`src/rtl/core/mflh_pkg.sv`:
```
// shared types, constants and helpers for the letter histogram
// no dependencies
package mflh_pkg;

  localparam int ALPHABET_SIZE = 26;
  localparam int COUNT_WIDTH   = 16;
  localparam int LETTER_W      = 5;
  localparam int MASK_W        = 26;
  localparam int IDX_W         = $clog2(ALPHABET_SIZE);
  localparam int ADDR_W        = 3;
  localparam int DATA_W        = 32;

  localparam logic [COUNT_WIDTH-1:0] COUNT_MAX = '1;
  localparam logic [IDX_W-1:0]       LAST_IDX  = IDX_W'(ALPHABET_SIZE - 1);

  localparam logic KIND_COUNT  = 1'b0;
  localparam logic KIND_FINISH = 1'b1;

  localparam logic REG_EXCLUDED = 1'b0;

  typedef struct packed {
    logic                kind;
    logic [LETTER_W-1:0] letter;
  } mflh_in_t;

  typedef struct packed {
    logic [LETTER_W-1:0] best_letter;
    logic                found;
  } mflh_out_t;

  typedef struct packed {
    logic             en;
    logic [IDX_W-1:0] addr;
  } mflh_rd_t;

  typedef struct packed {
    logic                   en;
    logic [IDX_W-1:0]       addr;
    logic [COUNT_WIDTH-1:0] data;
  } mflh_wr_t;

  function automatic logic [MASK_W-1:0] keep_mask();
    logic [MASK_W-1:0] k;
    for (int i = 0; i < MASK_W; i++) begin
      k[i] = (i < ALPHABET_SIZE);
    end
    return k;
  endfunction

  function automatic logic is_excl(logic [MASK_W-1:0] mask, logic [IDX_W-1:0] idx);
    logic r;
    r = 1'b0;
    for (int i = 0; i < MASK_W; i++) begin
      if (32'(idx) == i) r = mask[i];
    end
    return r;
  endfunction

endpackage

```
`src/rtl/core/mflh_cnt_ram.sv`:
```
// count memory: one write port, one registered read port, per-entry valid bits
// forwards the write that lands at the same edge as a read; uses mflh_pkg
module mflh_cnt_ram
  import mflh_pkg::*;
(
  input  logic                   clk_i,
  input  logic                   rst_ni,
  input  mflh_rd_t               rd_i,
  input  mflh_wr_t               wr_i,
  input  logic                   clr_i,
  output logic [COUNT_WIDTH-1:0] rd_data_o
);

  logic [COUNT_WIDTH-1:0] mem_q [ALPHABET_SIZE];
  logic [COUNT_WIDTH-1:0] rdata_q;
  logic [ALPHABET_SIZE-1:0] vld_q;
  logic                   rd_vld_q;
  logic [IDX_W-1:0]       rd_addr_q;
  mflh_wr_t               fwd_q;

  always_ff @(posedge clk_i) begin
    if (wr_i.en) mem_q[wr_i.addr] <= wr_i.data;
    if (rd_i.en) begin
      rdata_q   <= mem_q[rd_i.addr];
      rd_addr_q <= rd_i.addr;
    end
  end

  always_ff @(posedge clk_i or negedge rst_ni) begin
    if (!rst_ni) begin
      vld_q    <= '0;
      rd_vld_q <= 1'b0;
      fwd_q    <= '0;
    end else begin
      fwd_q <= wr_i;
      if (rd_i.en) rd_vld_q <= vld_q[rd_i.addr];
      if (clr_i) begin
        vld_q <= '0;
      end else if (wr_i.en) begin
        vld_q[wr_i.addr] <= 1'b1;
      end
    end
  end

  // entry never written since the last clear reads as zero
  always_comb begin
    if (fwd_q.en && fwd_q.addr == rd_addr_q) begin
      rd_data_o = fwd_q.data;
    end else if (rd_vld_q) begin
      rd_data_o = rdata_q;
    end else begin
      rd_data_o = '0;
    end
  end

endmodule

```
`src/rtl/core/mflh_scan.sv`:
```
// finish sequencer: walks the count memory, keeps the running maximum,
// holds the result in an output register; uses mflh_pkg
module mflh_scan
  import mflh_pkg::*;
(
  input  logic                   clk_i,
  input  logic                   rst_ni,
  input  logic                   start_i,
  input  logic [MASK_W-1:0]      excl_i,
  input  logic [COUNT_WIDTH-1:0] cnt_i,
  output mflh_rd_t               rd_o,
  output logic                   busy_o,
  output logic                   clr_o,
  output logic                   out_valid_o,
  input  logic                   out_stall_i,
  output mflh_out_t              out_data_o
);

  localparam logic [1:0] ST_IDLE  = 2'd0;
  localparam logic [1:0] ST_SCAN  = 2'd1;
  localparam logic [1:0] ST_DRAIN = 2'd2;
  localparam logic [1:0] ST_DONE  = 2'd3;

  logic [1:0]             state_q, state_d;
  logic [IDX_W-1:0]       idx_q, idx_d;
  logic                   cmp_vld_q;
  logic [IDX_W-1:0]       cmp_idx_q;
  logic [COUNT_WIDTH-1:0] best_cnt_q, best_cnt_d;
  logic [IDX_W-1:0]       best_idx_q, best_idx_d;
  logic                   found_q, found_d;
  logic                   out_valid_q, out_valid_d;
  mflh_out_t              out_q, out_d;

  assign busy_o      = (state_q != ST_IDLE);
  assign rd_o.en     = (state_q == ST_SCAN);
  assign rd_o.addr   = idx_q;
  assign out_valid_o = out_valid_q;
  assign out_data_o  = out_q;

  always_comb begin
    state_d     = state_q;
    idx_d       = idx_q;
    best_cnt_d  = best_cnt_q;
    best_idx_d  = best_idx_q;
    found_d     = found_q;
    out_d       = out_q;
    clr_o       = 1'b0;
    out_valid_d = out_valid_q && out_stall_i;

    // strict compare keeps the smaller index on ties
    if (cmp_vld_q && !is_excl(excl_i, cmp_idx_q) && cnt_i > best_cnt_q) begin
      best_cnt_d = cnt_i;
      best_idx_d = cmp_idx_q;
      found_d    = 1'b1;
    end

    case (state_q)
      ST_IDLE: begin
        if (start_i) begin
          state_d    = ST_SCAN;
          idx_d      = '0;
          best_cnt_d = '0;
          best_idx_d = '0;
          found_d    = 1'b0;
        end
      end
      ST_SCAN: begin
        idx_d = idx_q + 1'b1;
        if (idx_q == LAST_IDX) state_d = ST_DRAIN;
      end
      ST_DRAIN: begin
        state_d = ST_DONE;
      end
      ST_DONE: begin
        if (!out_valid_q || !out_stall_i) begin
          out_d.best_letter = LETTER_W'(best_idx_q);
          out_d.found       = found_q;
          out_valid_d       = 1'b1;
          clr_o             = 1'b1;
          state_d           = ST_IDLE;
        end
      end
      default: begin
        state_d = ST_IDLE;
      end
    endcase
  end

  always_ff @(posedge clk_i) begin
    idx_q      <= idx_d;
    cmp_idx_q  <= idx_q;
    best_cnt_q <= best_cnt_d;
    best_idx_q <= best_idx_d;
    found_q    <= found_d;
    out_q      <= out_d;
  end

  always_ff @(posedge clk_i or negedge rst_ni) begin
    if (!rst_ni) begin
      state_q     <= ST_IDLE;
      cmp_vld_q   <= 1'b0;
      out_valid_q <= 1'b0;
    end else begin
      state_q     <= state_d;
      cmp_vld_q   <= rd_o.en;
      out_valid_q <= out_valid_d;
    end
  end

endmodule

```
`src/rtl/core/most_frequent_letter_histogram_core.sv`:
```
// letter histogram with exclusion mask and most-frequent-letter readout
// top level; uses mflh_pkg, mflh_cnt_ram, mflh_scan
//
// input channel (in_valid_i / in_stall_o / in_data_i): a count transfer adds
// one to the counter of its letter unless the letter is out of range or
// excluded; count transfers are taken one per cycle, back to back, while no
// walk is under way. a finish transfer starts a walk over the 26 counters,
// one memory read per cycle; the input stalls after it through the scan,
// drain and done states, and the result then shows on out_valid_o.
// output channel (out_valid_o / out_stall_i / out_data_o): one result per
// finish; it sits in an output register and holds while out_stall_i is high.
// if a previous result is still stalled when the walk ends, the input stays
// stalled until that result is taken. count transfers go on while a result
// waits. counters saturate, and are cleared after each finish.
// register at byte address 0 over the apb port: excluded_letters.
// reset clears all counters, the mask and both valid flags; no clearing
// pass is needed after reset.
module most_frequent_letter_histogram_core
  import mflh_pkg::*;
(
  input  logic              clk_i,
  input  logic              rst_ni,
  input  logic              in_valid_i,
  output logic              in_stall_o,
  input  mflh_in_t          in_data_i,
  output logic              out_valid_o,
  input  logic              out_stall_i,
  output mflh_out_t         out_data_o,
  input  logic              psel,
  input  logic              penable,
  input  logic              pwrite,
  input  logic [ADDR_W-1:0] paddr,
  input  logic [DATA_W-1:0] pwdata,
  output logic [DATA_W-1:0] prdata,
  output logic              pready
);

  logic [MASK_W-1:0]      mask_q;
  logic                   busy;
  logic                   accept;
  logic                   hit;
  logic [IDX_W-1:0]       in_idx;
  logic                   upd_vld_q;
  logic [IDX_W-1:0]       upd_idx_q;
  logic [COUNT_WIDTH-1:0] cnt;
  logic                   clr;
  mflh_rd_t               scan_rd;
  mflh_rd_t               rd;
  mflh_wr_t               wr;

  // configuration
  assign pready = 1'b1;
  assign prdata = (paddr[2] == REG_EXCLUDED) ? DATA_W'(mask_q) : '0;

  always_ff @(posedge clk_i or negedge rst_ni) begin
    if (!rst_ni) begin
      mask_q <= '0;
    end else if (psel && penable && pwrite && pready && paddr[2] == REG_EXCLUDED) begin
      mask_q <= pwdata[MASK_W-1:0] & keep_mask();
    end
  end

  // count path: read at accept, register the letter, then increment and write back
  assign in_stall_o = busy;
  assign accept     = in_valid_i && !in_stall_o;
  assign in_idx     = IDX_W'(in_data_i.letter);
  assign hit        = accept && in_data_i.kind == KIND_COUNT
                      && 32'(in_data_i.letter) < ALPHABET_SIZE
                      && !is_excl(mask_q, in_idx);

  always_ff @(posedge clk_i) begin
    if (hit) upd_idx_q <= in_idx;
  end

  always_ff @(posedge clk_i or negedge rst_ni) begin
    if (!rst_ni) begin
      upd_vld_q <= 1'b0;
    end else begin
      upd_vld_q <= hit;
    end
  end

  assign wr.en   = upd_vld_q;
  assign wr.addr = upd_idx_q;
  assign wr.data = (cnt == COUNT_MAX) ? cnt : cnt + 1'b1;

  // count reads only while idle, scan reads only while busy
  assign rd.en   = busy ? scan_rd.en : hit;
  assign rd.addr = busy ? scan_rd.addr : in_idx;

  mflh_cnt_ram u_ram (
    .clk_i     (clk_i),
    .rst_ni    (rst_ni),
    .rd_i      (rd),
    .wr_i      (wr),
    .clr_i     (clr),
    .rd_data_o (cnt)
  );

  mflh_scan u_scan (
    .clk_i       (clk_i),
    .rst_ni      (rst_ni),
    .start_i     (accept && in_data_i.kind == KIND_FINISH),
    .excl_i      (mask_q),
    .cnt_i       (cnt),
    .rd_o        (scan_rd),
    .busy_o      (busy),
    .clr_o       (clr),
    .out_valid_o (out_valid_o),
    .out_stall_i (out_stall_i),
    .out_data_o  (out_data_o)
  );

endmodule

```
`config.mk`:
```
export PLATFORM = sky130hd
export DESIGN_NAME = most_frequent_letter_histogram_core
export DESIGN_NICKNAME = d
export VERILOG_FILES = /design/src/rtl/core/mflh_pkg.sv /design/src/rtl/core/mflh_cnt_ram.sv /design/src/rtl/core/mflh_scan.sv /design/src/rtl/core/most_frequent_letter_histogram_core.sv
export SDC_FILE = /design/constraint.sdc
export NUM_CORES = 1
export LEC_CHECK = 0
export BUFFER_PORTS_ARGS = -buffer_cell sky130_fd_sc_hd__buf_2
export CAP_MARGIN = 20
export CORE_UTILIZATION = 62
export CTS_CLUSTER_DIAMETER = 150
export DETAILED_ROUTE_END_ITERATION = 6
export GPL_ROUTABILITY_DRIVEN = 1
export PLACE_DENSITY = 0.89
export SETUP_SLACK_MARGIN = 0.4
export SYNTH_ARGS = -nofsm -noshare
export SYNTH_HDL_FRONTEND = slang
export SYNTH_SLANG_ARGS = --single-unit
```
`constraint.sdc`:
```
create_clock -name clk_i -period 5.05 [get_ports clk_i]
set_input_delay 0.505 -clock clk_i [delete_from_list [all_inputs] [get_ports clk_i]]
set_output_delay 0.505 -clock clk_i [all_outputs]
set_load 0.005 [all_outputs]
```
# ---- Word-level counts from Yosys, hierarchy flattened
# Memory sizes are Yosys's and may differ from the RTL's. A register that Yosys moved wholly into a read port is not among the register bits.
# Index checks and enable logic that the tools add are counted.
dict set report totals {
  input_bits 48
  regBits 128
  word_cells 202
  out_inout_bits 41
  n_memories 1
  ramBits 416
}
dict set report op_classes {
  eq_ne 59
  mux 85
  n_reduce_logical 28
  n_lt_le_gt_ge 5
  addsub 2
  bitwise 3
}
# name depth width rd rd_clocked_by_memory_dff wr line
set mem_list {}
lappend mem_list {u_ram.mem_q 26 16 1 1 1 mflh_cnt_ram.sv:14} ;# logic [COUNT_WIDTH-1:0] mem_q [ALPHABET_SIZE];
# op n
set ops {}
lappend ops {{5-bit equality test, second input constant} 21}
lappend ops {{16-bit 2-to-1 mux} 6}
lappend ops {{5-bit by 4-bit equality test with 1-bit output, second input constant} 16}
lappend ops {{26-bit 2-to-1 mux} 3}
lappend ops {{1-bit 2-to-1 mux} 64}
lappend ops {{5-bit by 3-bit equality test with 1-bit output, second input constant} 8}
lappend ops {{26-bit bitwise OR} 1}
lappend ops {{5-bit 2-to-1 mux} 5}
lappend ops {{5-bit by 2-bit equality test with 1-bit output, second input constant} 4}
lappend ops {{16-bit by 1-bit adder with 16-bit output, second input constant} 1}
lappend ops {{16-bit equality test, second input constant} 1}
lappend ops {{16-bit > comparator} 1}
lappend ops {{1-bit logical AND} 13}
lappend ops {{5-bit by 6-bit < comparator with 1-bit output, second input constant} 2}
lappend ops {{5-bit by 1-bit equality test with 1-bit output, second input constant} 2}
lappend ops {{5-bit logical NOT} 2}
lappend ops {{5-bit one-hot mux with 2 select lines} 1}
lappend ops {{2-bit one-hot mux with 4 select lines} 1}
lappend ops {{2-bit 2-to-1 mux} 3}
lappend ops {{2-bit by 1-bit != test with 1-bit output, second input constant} 3}
lappend ops {{2-bit nonzero test} 3}
lappend ops {{5-bit by 1-bit adder with 5-bit output, second input constant} 1}
lappend ops {{1-bit binary-select mux with 5-bit select} 1}
lappend ops {{1-bit demux with 5-bit select} 1}
lappend ops {{11 further kinds} 18}

# ---- Logic depth before layout (Yosys ltp)
# Gate-level depths: netlist of the first run.
dict set report depth {
  word_depth 33
  mapped_depth 17
  mapped_depth_nobuf 14
}

# ---- Modules after synthesis
# Synthesis of the first run repeated with hierarchy kept, for this count alone.
dict set report hier_totals {
  hier_cells 1391
  area_unflattened_um2 23229.8
}
# module seq_area_each_um2 cells_each n_inst area_per_inst_um2
set modules_own_cells {}
lappend modules_own_cells {mflh_cnt_ram 14348.8 916 1 18617.9}
lappend modules_own_cells {mflh_scan 970.9 245 1 2362.3}
lappend modules_own_cells {most_frequent_letter_histogram_core 825.8 230 1 2249.7}

# ---- Worst setup path after synthesis of the first run
# No wires, ideal clock.
dict set report synth_path {
  path_type {reg-to-reg}
  startpoint {register u_ram.rd_addr_q[2]}
  endpoint {memory u_ram.mem_q[0][6] (data pin)}
  setup_ns 0.360
  setup_slack_ns 1.246
  period_less_slack_ns 3.804
  path_buffers 2
  arrival_time_ns 3.444
  t_required_ns 4.690
  path_stages_with_launch 14
  path_cell_list {edfxtp_1 -> xnor2_1 -> nand4_1 -> nor2_1 -> buf_2 -> buf_2 -> nand2_1 -> o21ai_0 -> ha_1 -> inv_1 -> a221oi_1 -> a21boi_1 -> o21ai_0 -> xnor2_1}
}
# item line
set synth_rtl {}
lappend synth_rtl {{from (decl)} mflh_cnt_ram.sv:18} ;# logic [IDX_W-1:0] rd_addr_q;
lappend synth_rtl {{from (signal assigned)} mflh_cnt_ram.sv:25} ;# rd_addr_q <= rd_i.addr;
lappend synth_rtl {{to (decl)} mflh_cnt_ram.sv:14}

==> run summary, run 1 <==
Die Span Y -> 199 um
Hold Path Class -> in2reg
Rel. slew slack -> 24.5%
CP Data Required Time -> 5.51 ns
R2R setup slack -> 0.69 ns
Crit path kind -> reg2reg
Wire per inst -> 23.9 um
Pwr dens -> 609 nW/um2
Initial Util -> 63.4%
Startpoint types -> register
CP endpoint kind -> register
Detailed Route WL -> 62.4 mm
Fin. max-slew vios -> 0
Register area -> 16,100 um2
Clk Tree Root Cell -> clkbuf_16
Critical path peak fanout -> 39
Seq cells post-synth -> 560
Peak supply drop -> 0.730 mV
Boundary pin count -> 89
Slowest cell delay on critical path -> 0.61 ns
Hold EP -> mask_q[20]
Max Fclk -> 0.229 GHz
Dpl cells -> 2,502
Fin Setup TNS -> 0 ns
Area of the multi-input gates -> 7250 um2
Static Leak -> 10.0 nW
Reg-to-reg critical path endpoint -> u_ram.mem_q[15][11]
Crit-path cells -> xnor2_1 > nand4_1 > nor2_2 > buf_4 > nand2_1 > o21ai_0 > ha_1 > inv_1 > a221oi_1 > and3_1 > nor3_1 > xor2_2 > buf_8
Post-Syn Instances -> 1,992
Buf/Inv on CP -> 3
CTS Buf Count -> 54
Core Box Area -> 37,800 um2
Post-route worst setup slack -> 0.689 ns
Total of warnings raised by yosys -> 0
Hold slack -> 0.136 ns
Grt ovf -> 0
Chip width -> 199 um
Place WS -> 0.704 ns
Worst Clk Skew -> 0.0269 ns
DR pass1 iterations -> 7
FP Rows -> 71
Placed Area -> 25,000 um2
Via Count -> 17,200
Post-Syn Area per Cell -> 12.0 um2
EDFF count, synth -> 453
Failing checks -> design-rule violations
H-tree Lvls -> 2
Endpoints failing setup -> 0
Share of post-route cells with drive strength above 1 -> 14.2%
Clk slew on worst S/H paths -> 0.06 ns
CTS tree -> built
GRT Total Usage -> 31.4%
Placer Congestion -> 0.888
I/O Buffers -> 73
Remaining antenna violation count -> 0
Distinct cells, synth -> 74
Vias in the first global route -> 16,600
Synth async-reset ratio -> 14.3%
Die area -> 39,500 um2
Fin nets -> 2,126
Slew @ Worst Pin -> 1.13 ns
RSZ-0062 raised after global routing -> no
Synthesized area -> 24,000 um2
Crit-path leading delay family -> simple AND/OR/NAND/NOR gates
P&R area growth vs syn -> 11.7%
Final Hold Fails -> 0
Crit Reg-Reg Startpoint -> u_ram.rd_addr_q[0]
Worst hold stages -> 2
Seq/Total Area, Yosys -> 67.3%
DR vias/cell -> 6.58
Min Tclk post-route -> 4.36 ns
Later-pin clock latency in the skew report -> 0.61 ns
Min-Delay Startpoint -> pwdata[20]
Max Cap Viol -> 0
Crit-path slowest cell -> xor2_2
# fillers -> 2,351
R2R depth -> 13
Status -> complete, but fails checks
Largest net degree at the start of global routing -> 129
Period utilization -> 86.4%
Core Util, Final -> 70.8%
DRC viols -> 3
Initial antenna violation count -> 0
Final Total Pwr -> 16.3 mW
Final Cell Area -> 26,800 um2
Clock sinks -> 560
Crit path DAT -> 4.82 ns
Initial drt markers -> 2,603
Post-CTS Setup Inserts -> 0
Top_reg_cell synth -> edfxtp_1
First-pass GRT wire length -> 92.8 mm
HPWL Detailed -> 33.9 mm
Deepest clock path buffer count -> 3
Final Instance Count excl. Fillers -> 2,611
[state kept, by name (all words and copies together) (netlist names)]
register / count
u_scan.out_data_o: 6
u_scan.found_q: 1
u_scan.cmp_idx_q: 5
u_ram.rd_vld_q: 1
u_ram.mem_q: 416
mask_q: 26
u_ram.vld_q: 26
u_scan.idx_q: 5
upd_idx_q: 5
u_scan.cmp_vld_q: 1
u_ram.fwd_q: 22
u_ram.rdata_q: 16
u_scan.state_q: 2
u_scan.best_cnt_q: 16
u_scan.out_valid_o: 1
u_ram.rd_addr_q: 5
upd_vld_q: 1
u_scan.best_idx_q: 5
[worst register-to-register path: stages (launching register included)]
cell,delay (ns)
edfxtp_1,0.39
xnor2_1,0.22
nand4_1,0.22
nor2_2,0.15
buf_4,0.36
nand2_1,0.12
o21ai_0,0.26
ha_1,0.36
inv_1,0.12
a221oi_1,0.48
and3_1,0.51
nor3_1,0.15
xor2_2,0.61
buf_8,0.25
[layout by cell type (no fill, tap or decap), types with 6 or more instances in the layout]
cell,count
buf_2,72
clkinv_1,12
conb_1,7
a211oi_1,6
a21o_1,17
dfrtp_1,80
nand3_1,191
nor2b_1,30
a21oi_1,26
inv_1,34
mux2_2,37
buf_12,6
a21oi_2,9
nor3_1,8
dfxtp_1,27
edfxtp_1,453
nand4_1,13
and3_1,41
o31ai_1,11
and2_1,10
nand2_1,483
xnor2_1,7
a31oi_1,20
clkbuf_16,54
clkbuf_1,15
ha_1,23
o211ai_1,6
buf_4,49
clkinv_2,12
a211oi_2,8
a311oi_1,81
nand2b_1,8
mux2i_1,11
o21ai_0,31
nor2_1,101
[power by group]
| part | internal, mW | leakage (nW) | switching (mW) |
|---|---|---|---|
| sequential | 5.91 | 5.41 | 0.353 |
| clock | 2.13 | 0.819 | 1.72 |
| combinational | 1.93 | 3.78 | 4.27 |
| total | 9.97 | 10.0 | 6.35 |
[what timing repair did]
item                       in CTS  in global routing
setup endpoints to repair       0                 39
hold endpoints to repair        0                  8
hold buffers                    0                  1
gates resized for setup         0                  3
[area by class of cell]
class / instances / share of cell area, %
clock buffer: 70 / 5.27
multi-input combinational: 1267 / 27.1
sequential: 560 / 60.2
tap: 511 / 2.38
inverter: 38 / 0.551
antenna: 1 / 0.00933
clock inverter: 30 / 0.915
timing repair buffer: 134 / 3.58
[cell usage after synthesis (all sizes together), types with 3 or more instances]
cell type | count | area share, %
nand2 | 483 | 7.6
edfxtp | 453 | 57
nand3 | 191 | 4.0
nor2 | 103 | 1.7
a311oi | 81 | 3.0
dfrtp | 80 | 8.3
buf | 71 | 1.6
clkbuf | 61 | 0.95
and3 | 41 | 1.1
mux2 | 38 | 1.8
inv | 37 | 0.58
a21oi | 35 | 0.84
o21ai | 34 | 0.76
nor2b | 30 | 0.78
dfxtp | 27 | 2.3
ha | 23 | 1.2
a31oi | 21 | 0.55
a21o | 17 | 0.53
mux2i | 16 | 0.72
a211oi | 14 | 0.60
nand4 | 14 | 0.39
xnor2 | 13 | 0.47
o31ai | 12 | 0.40
and2 | 10 | 0.26
nand2b | 8 | 0.21
nor3 | 8 | 0.17
o211ai | 6 | 0.19
nand3b | 5 | 0.16
nor3b | 5 | 0.18
or3 | 5 | 0.13
a221oi | 4 | 0.15
mux4 | 4 | 0.38
xor2 | 4 | 0.15
a21boi | 3 | 0.094
o32a | 3 | 0.13
or3b | 3 | 0.11
[kinds of logic (layout without fill, tap and decap cells)]
| logic type | after synthesis | after routing | synth area share, % |
|---|---|---|---|
| AO/OA/AOI/OAI | 247 | 247 | 7.83 |
| buffers and inverters | 170 | 272 | 3.19 |
| other | 2 | 8 | 0.0313 |
| XOR/XNOR | 17 | 17 | 0.620 |
| AND/OR/NAND/NOR | 915 | 915 | 17.0 |
| multiplexers | 58 | 58 | 2.89 |
| flip-flops | 560 | 560 | 67.3 |
| adder cells (fa/ha/maj) | 23 | 23 | 1.20 |
[worst max-delay path by stage]
stage                             startpoint                     to  slack, ns  cells after the start
after floorplan           u_ram.rd_addr_q[2]      u_ram.mem_q[0][6]       1.25                     13
after global placement    u_ram.rd_addr_q[4]   u_scan.best_cnt_q[0]       0.86                     14
after detailed placement  u_ram.rd_addr_q[3]    u_ram.mem_q[10][10]       0.70                     12
after CTS                 u_ram.rd_addr_q[4]  u_scan.best_cnt_q[10]       0.57                     14
after global routing      u_ram.rd_addr_q[4]     u_ram.mem_q[1][10]       0.46                     13
final                     u_ram.rd_addr_q[0]    u_ram.mem_q[15][11]       0.69                     13
[per-layer routing]
metal / global-route usage (%) / up-vias / wire (um)
met5: 0 / - / 0
li1: - / 7356 / -
met2: 51.9 / 1270 / 30800
met3: 6.07 / 232 / 7480
met4: 15.3 / 0 / 2820
met1: 40.1 / 8313 / 21300
Power figures use the tool's default switching activity.
==> run 2: changes to the inputs <==
--- a/config.mk
+++ b/config.mk
@@ -15,4 +15,5 @@
 export SETUP_SLACK_MARGIN = 0.4
 export SYNTH_ARGS = -nofsm -noshare
 export SYNTH_HDL_FRONTEND = slang
+export SYNTH_HIERARCHICAL = 1
 export SYNTH_SLANG_ARGS = --single-unit
==> run summary, run 2 <==
Reg power frac -> 41.9% (+3.5 points)
Min Tclk post-route -> 4.23 ns (-0.131 ns)
Remaining antenna violation count -> 0 (unchanged)
Max Fclk -> 0.236 GHz (+3.1%)
Vias in the first global route -> 13,400 (-19%)
Rel. slew slack -> 30.7% (+6.2 points)
Clk slew on worst S/H paths -> 0.07 ns (about the same)
Startpoint types -> register
DR pass1 iterations -> 6 (-1)
Synth async-reset ratio -> 14.3% (unchanged)
Top cells by area, synth -> edfxtp_1 (59%), mux4_2 (9.9%), dfrtp_1 (8.6%)
Grt ovf -> 0 (unchanged)
Initial antenna violation count -> 0 (unchanged)
Deepest clock path buffer count -> 3 (unchanged)
Dpl cells -> 1,913 (-24%)
FP Rows -> 70 (-1.4%)
Slew @ Worst Pin -> 1.04 ns (-0.0933 ns)
Yosys top cell by area -> edfxtp_1
Clock Power Share -> 25.2% (+1.6 points)
Distinct cells, synth -> 61 (-18%)
Count leader, synth -> edfxtp_1
Die area -> 38,200 um2 (-3.2%)
Post-synth top area share -> 58.6% (+1.9 points)
Crit path DAT -> 4.73 ns (-0.09 ns)
Diode count -> 0 (-1)
Total net switching power -> 4.95 mW (-22%)
CTS Buf Count -> 52 (-3.7%)
Detailed Route WL -> 53.6 mm (-14%)
Share of post-route cells with drive strength above 1 -> 26.1% (+12 points)
HPWL Detailed -> 31.1 mm (-8.2%)
Critical path peak fanout -> 16 (-59%)
Post-Syn Area per Cell -> 16.7 um2 (+39%)
First-pass GRT wire length -> 80.0 mm (-14%)
Synthesized area -> 23,200 um2 (-3.2%)
CP endpoint kind -> register
M1 GR Usage -> 38.0% (-2.1 points)
Clock sinks -> 560 (unchanged)
Wire per inst -> 26.6 um (+11%)
Leading cell type in the layout, fill and taps excluded -> edfxtp_1
Peak supply drop -> 0.366 mV (-50%)
Static Leak -> 9.32 nW (-6.9%)
Fin nets -> 1,578 (-26%)
Max Cap Viol -> 0 (unchanged)
Worst hold stages -> 2 (unchanged)
Largest net degree at the start of global routing -> 81 (-37%)
Crit path kind -> reg2reg
DRC viols -> 0 (-3)
Final Instance Count excl. Fillers -> 2,018 (-23%)
DR vias/cell -> 6.57 (-0.13%)
Period utilization -> 83.8% (-2.6 points)
Clk Tree Root Cell -> clkbuf_16
Via Count -> 13,300 (-23%)
Core Box Area -> 36,700 um2 (-3.0%)
Boundary pin count -> 89 (unchanged)
Most frequent cells in the layout -> edfxtp_1 (453), mux4_2 (102), nor2_1 (95), nand2_1 (92), dfrtp_1 (80)
Most flops, register -> u_ram/mem_q
Post-CTS Setup Inserts -> 0 (unchanged)
Pwr dens -> 583 nW/um2 (-4.1%)
Global routing's busiest layer -> met2
Die Span Y -> 196 um (-1.6%)
Met3 Resource Use GR -> 4.35% (-1.7 points)
Seq/Total Area, Yosys -> 69.5% (+2.2 points)
EDFF count, synth -> 453 (unchanged)
Initial drt markers -> 1,678 (-36%)
Initial Util -> 63.3% (-0.12 points)
Final Total Pwr -> 15.2 mW (-6.6%)
Commonest cells post-synth -> edfxtp_1 (453), mux4_2 (102), nor2_1 (100)
Endpoints failing setup -> 0 (unchanged)
Worst Clk Skew -> 0.0209 ns (-0.00599 ns)
P&R area growth vs syn -> 12.4%
Chip width -> 196 um (-1.6%)
Logic pwr share -> 32.9% (-5.1 points)
Internal -> 10.3 mW (+3.2%)
RSZ-0062 raised after global routing -> no
CP Data Required Time -> 5.55 ns (+0.04 ns)
Final Hold Fails -> 0 (unchanged)
Core Util, Final -> 71.2% (+0.33 points)
Switch share -> 32.5% (-6.4 points)
I/O Buffers -> 73 (unchanged)
R2R depth -> 13 (unchanged)
GRT Total Usage -> 28.5% (-3.0 points)
# fillers -> 2,054 (-13%)
Biggest regs -> u_ram/mem_q (416), mask_q (26), u_ram/vld_q (26)
H-tree Lvls -> 2 (unchanged)
Seq cells post-synth -> 560 (unchanged)
GRT met2 Usage -> 47.1% (-4.8 points)
Placer Congestion -> 0.906 (+2.0%)
Top_reg_cell synth -> edfxtp_1
Later-pin clock latency in the skew report -> 0.59 ns (-0.02 ns)
Post-Syn Instances -> 1,391 (-30%)
CTS tree -> built
Hold slack -> 0.156 ns (+0.0206 ns)
Largest register FFs -> 416 (unchanged)
Fin Setup TNS -> 0 ns (unchanged)
Total of warnings raised by yosys -> 6 (+6)
Hold Path Class -> in2reg
Fin. max-slew vios -> 0 (unchanged)
Status -> complete, no violations
-- run 2: cell count changes after synthesis, moves of 37 or more --
cell / previous run / this run
nand2_1: 483 / 92
nand3_1: 191 / 32
mux4_2: 4 / 102
a311oi_1: 81 / 0
mux2i_1: 15 / 68
and3_1: 41 / 4
-- run 2: final cells by class --
| class | count | area [um2] | share of cell area (%) |
|---|---|---|---|
| flip-flops and latches | 560 | 16100 | 61.8 |
| clock inverters | 24 | 234 | 0.896 |
| clock buffers | 73 | 1430 | 5.48 |
| multi-input cells | 713 | 6590 | 25.2 |
| well taps | 468 | 586 | 2.24 |
| repair buffers | 138 | 972 | 3.72 |
| inverters | 42 | 158 | 0.604 |
-- run 2: critical path, stage by stage (launching register included) --
cell      delay [ns]
edfxtp_1        0.41
xor2_1          0.19
nor4_1          0.29
and3_1          0.21
buf_4           0.29
mux2i_1         0.62
ha_1            0.27
nand4_1         0.11
nor4_1          0.39
a21boi_0        0.22
nand4b_1        0.21
and3_1          0.45
buf_12          0.24
mux2i_1         0.24
-- run 2: final timing paths --
path                                      start               endpoint  slack, ns
setup / recovery             u_ram/rd_addr_q[1]  u_scan/best_cnt_q[14]       0.82
hold / removal                       pwdata[25]             mask_q[25]       0.16
setup reg to reg             u_ram/rd_addr_q[1]  u_scan/best_cnt_q[14]       0.82
hold reg to reg            u_scan/best_idx_q[2]   u_scan/out_data_o[3]       0.44
max in group asynchronous                rst_ni             mask_q[11]       4.10
min in group asynchronous                rst_ni         u_ram/rd_vld_q       0.34
-- run 2: cells by family after synthesis --
kind of cell	count (synthesis)	share of synthesized area, %
other	2	0.0323
multiplexers	222	15.3
XOR/XNOR	19	0.716
AO/OA/AOI/OAI	116	3.55
AND/OR/NAND/NOR	326	6.85
adder cells (fa/ha/maj)	23	1.24
buffers and inverters	123	2.77
flip-flops	560	69.5
-- run 2: what timing repair did --
action,in CTS,in global routing
hold endpoints to repair,0,14
hold buffers,0,1
resized for setup,0,0
-- run 2: stage by stage --
step           setup slack (ns)  instance area, um2
5_1_grt                   0.626               26100
6_report                  0.819               26100
4_1_cts                   0.794               26000
3_3_place_gp               1.09               24300
2_1_floorplan              1.23               23200
3_5_place_dp              0.904               24300
-- run 2: per-layer routing --
layer  share of wire, %  wire length [um]
met1                 37             19600
met2                 50             26900
met3                9.2              4910
met4                4.1              2200
met5                  0                 0
-- run 2: power groups by stage --
stage | sequential [mW] | combinational (mW) | clock [mW]
floorplan | 6.33 | 3.44 | 0
global placement | 6.43 | 4.52 | 0
CTS | 6.38 | 4.86 | 3.86
global route | 6.42 | 5.34 | 4.03
detailed placement | 6.46 | 4.76 | 0
finish | 6.38 | 5.02 | 3.83
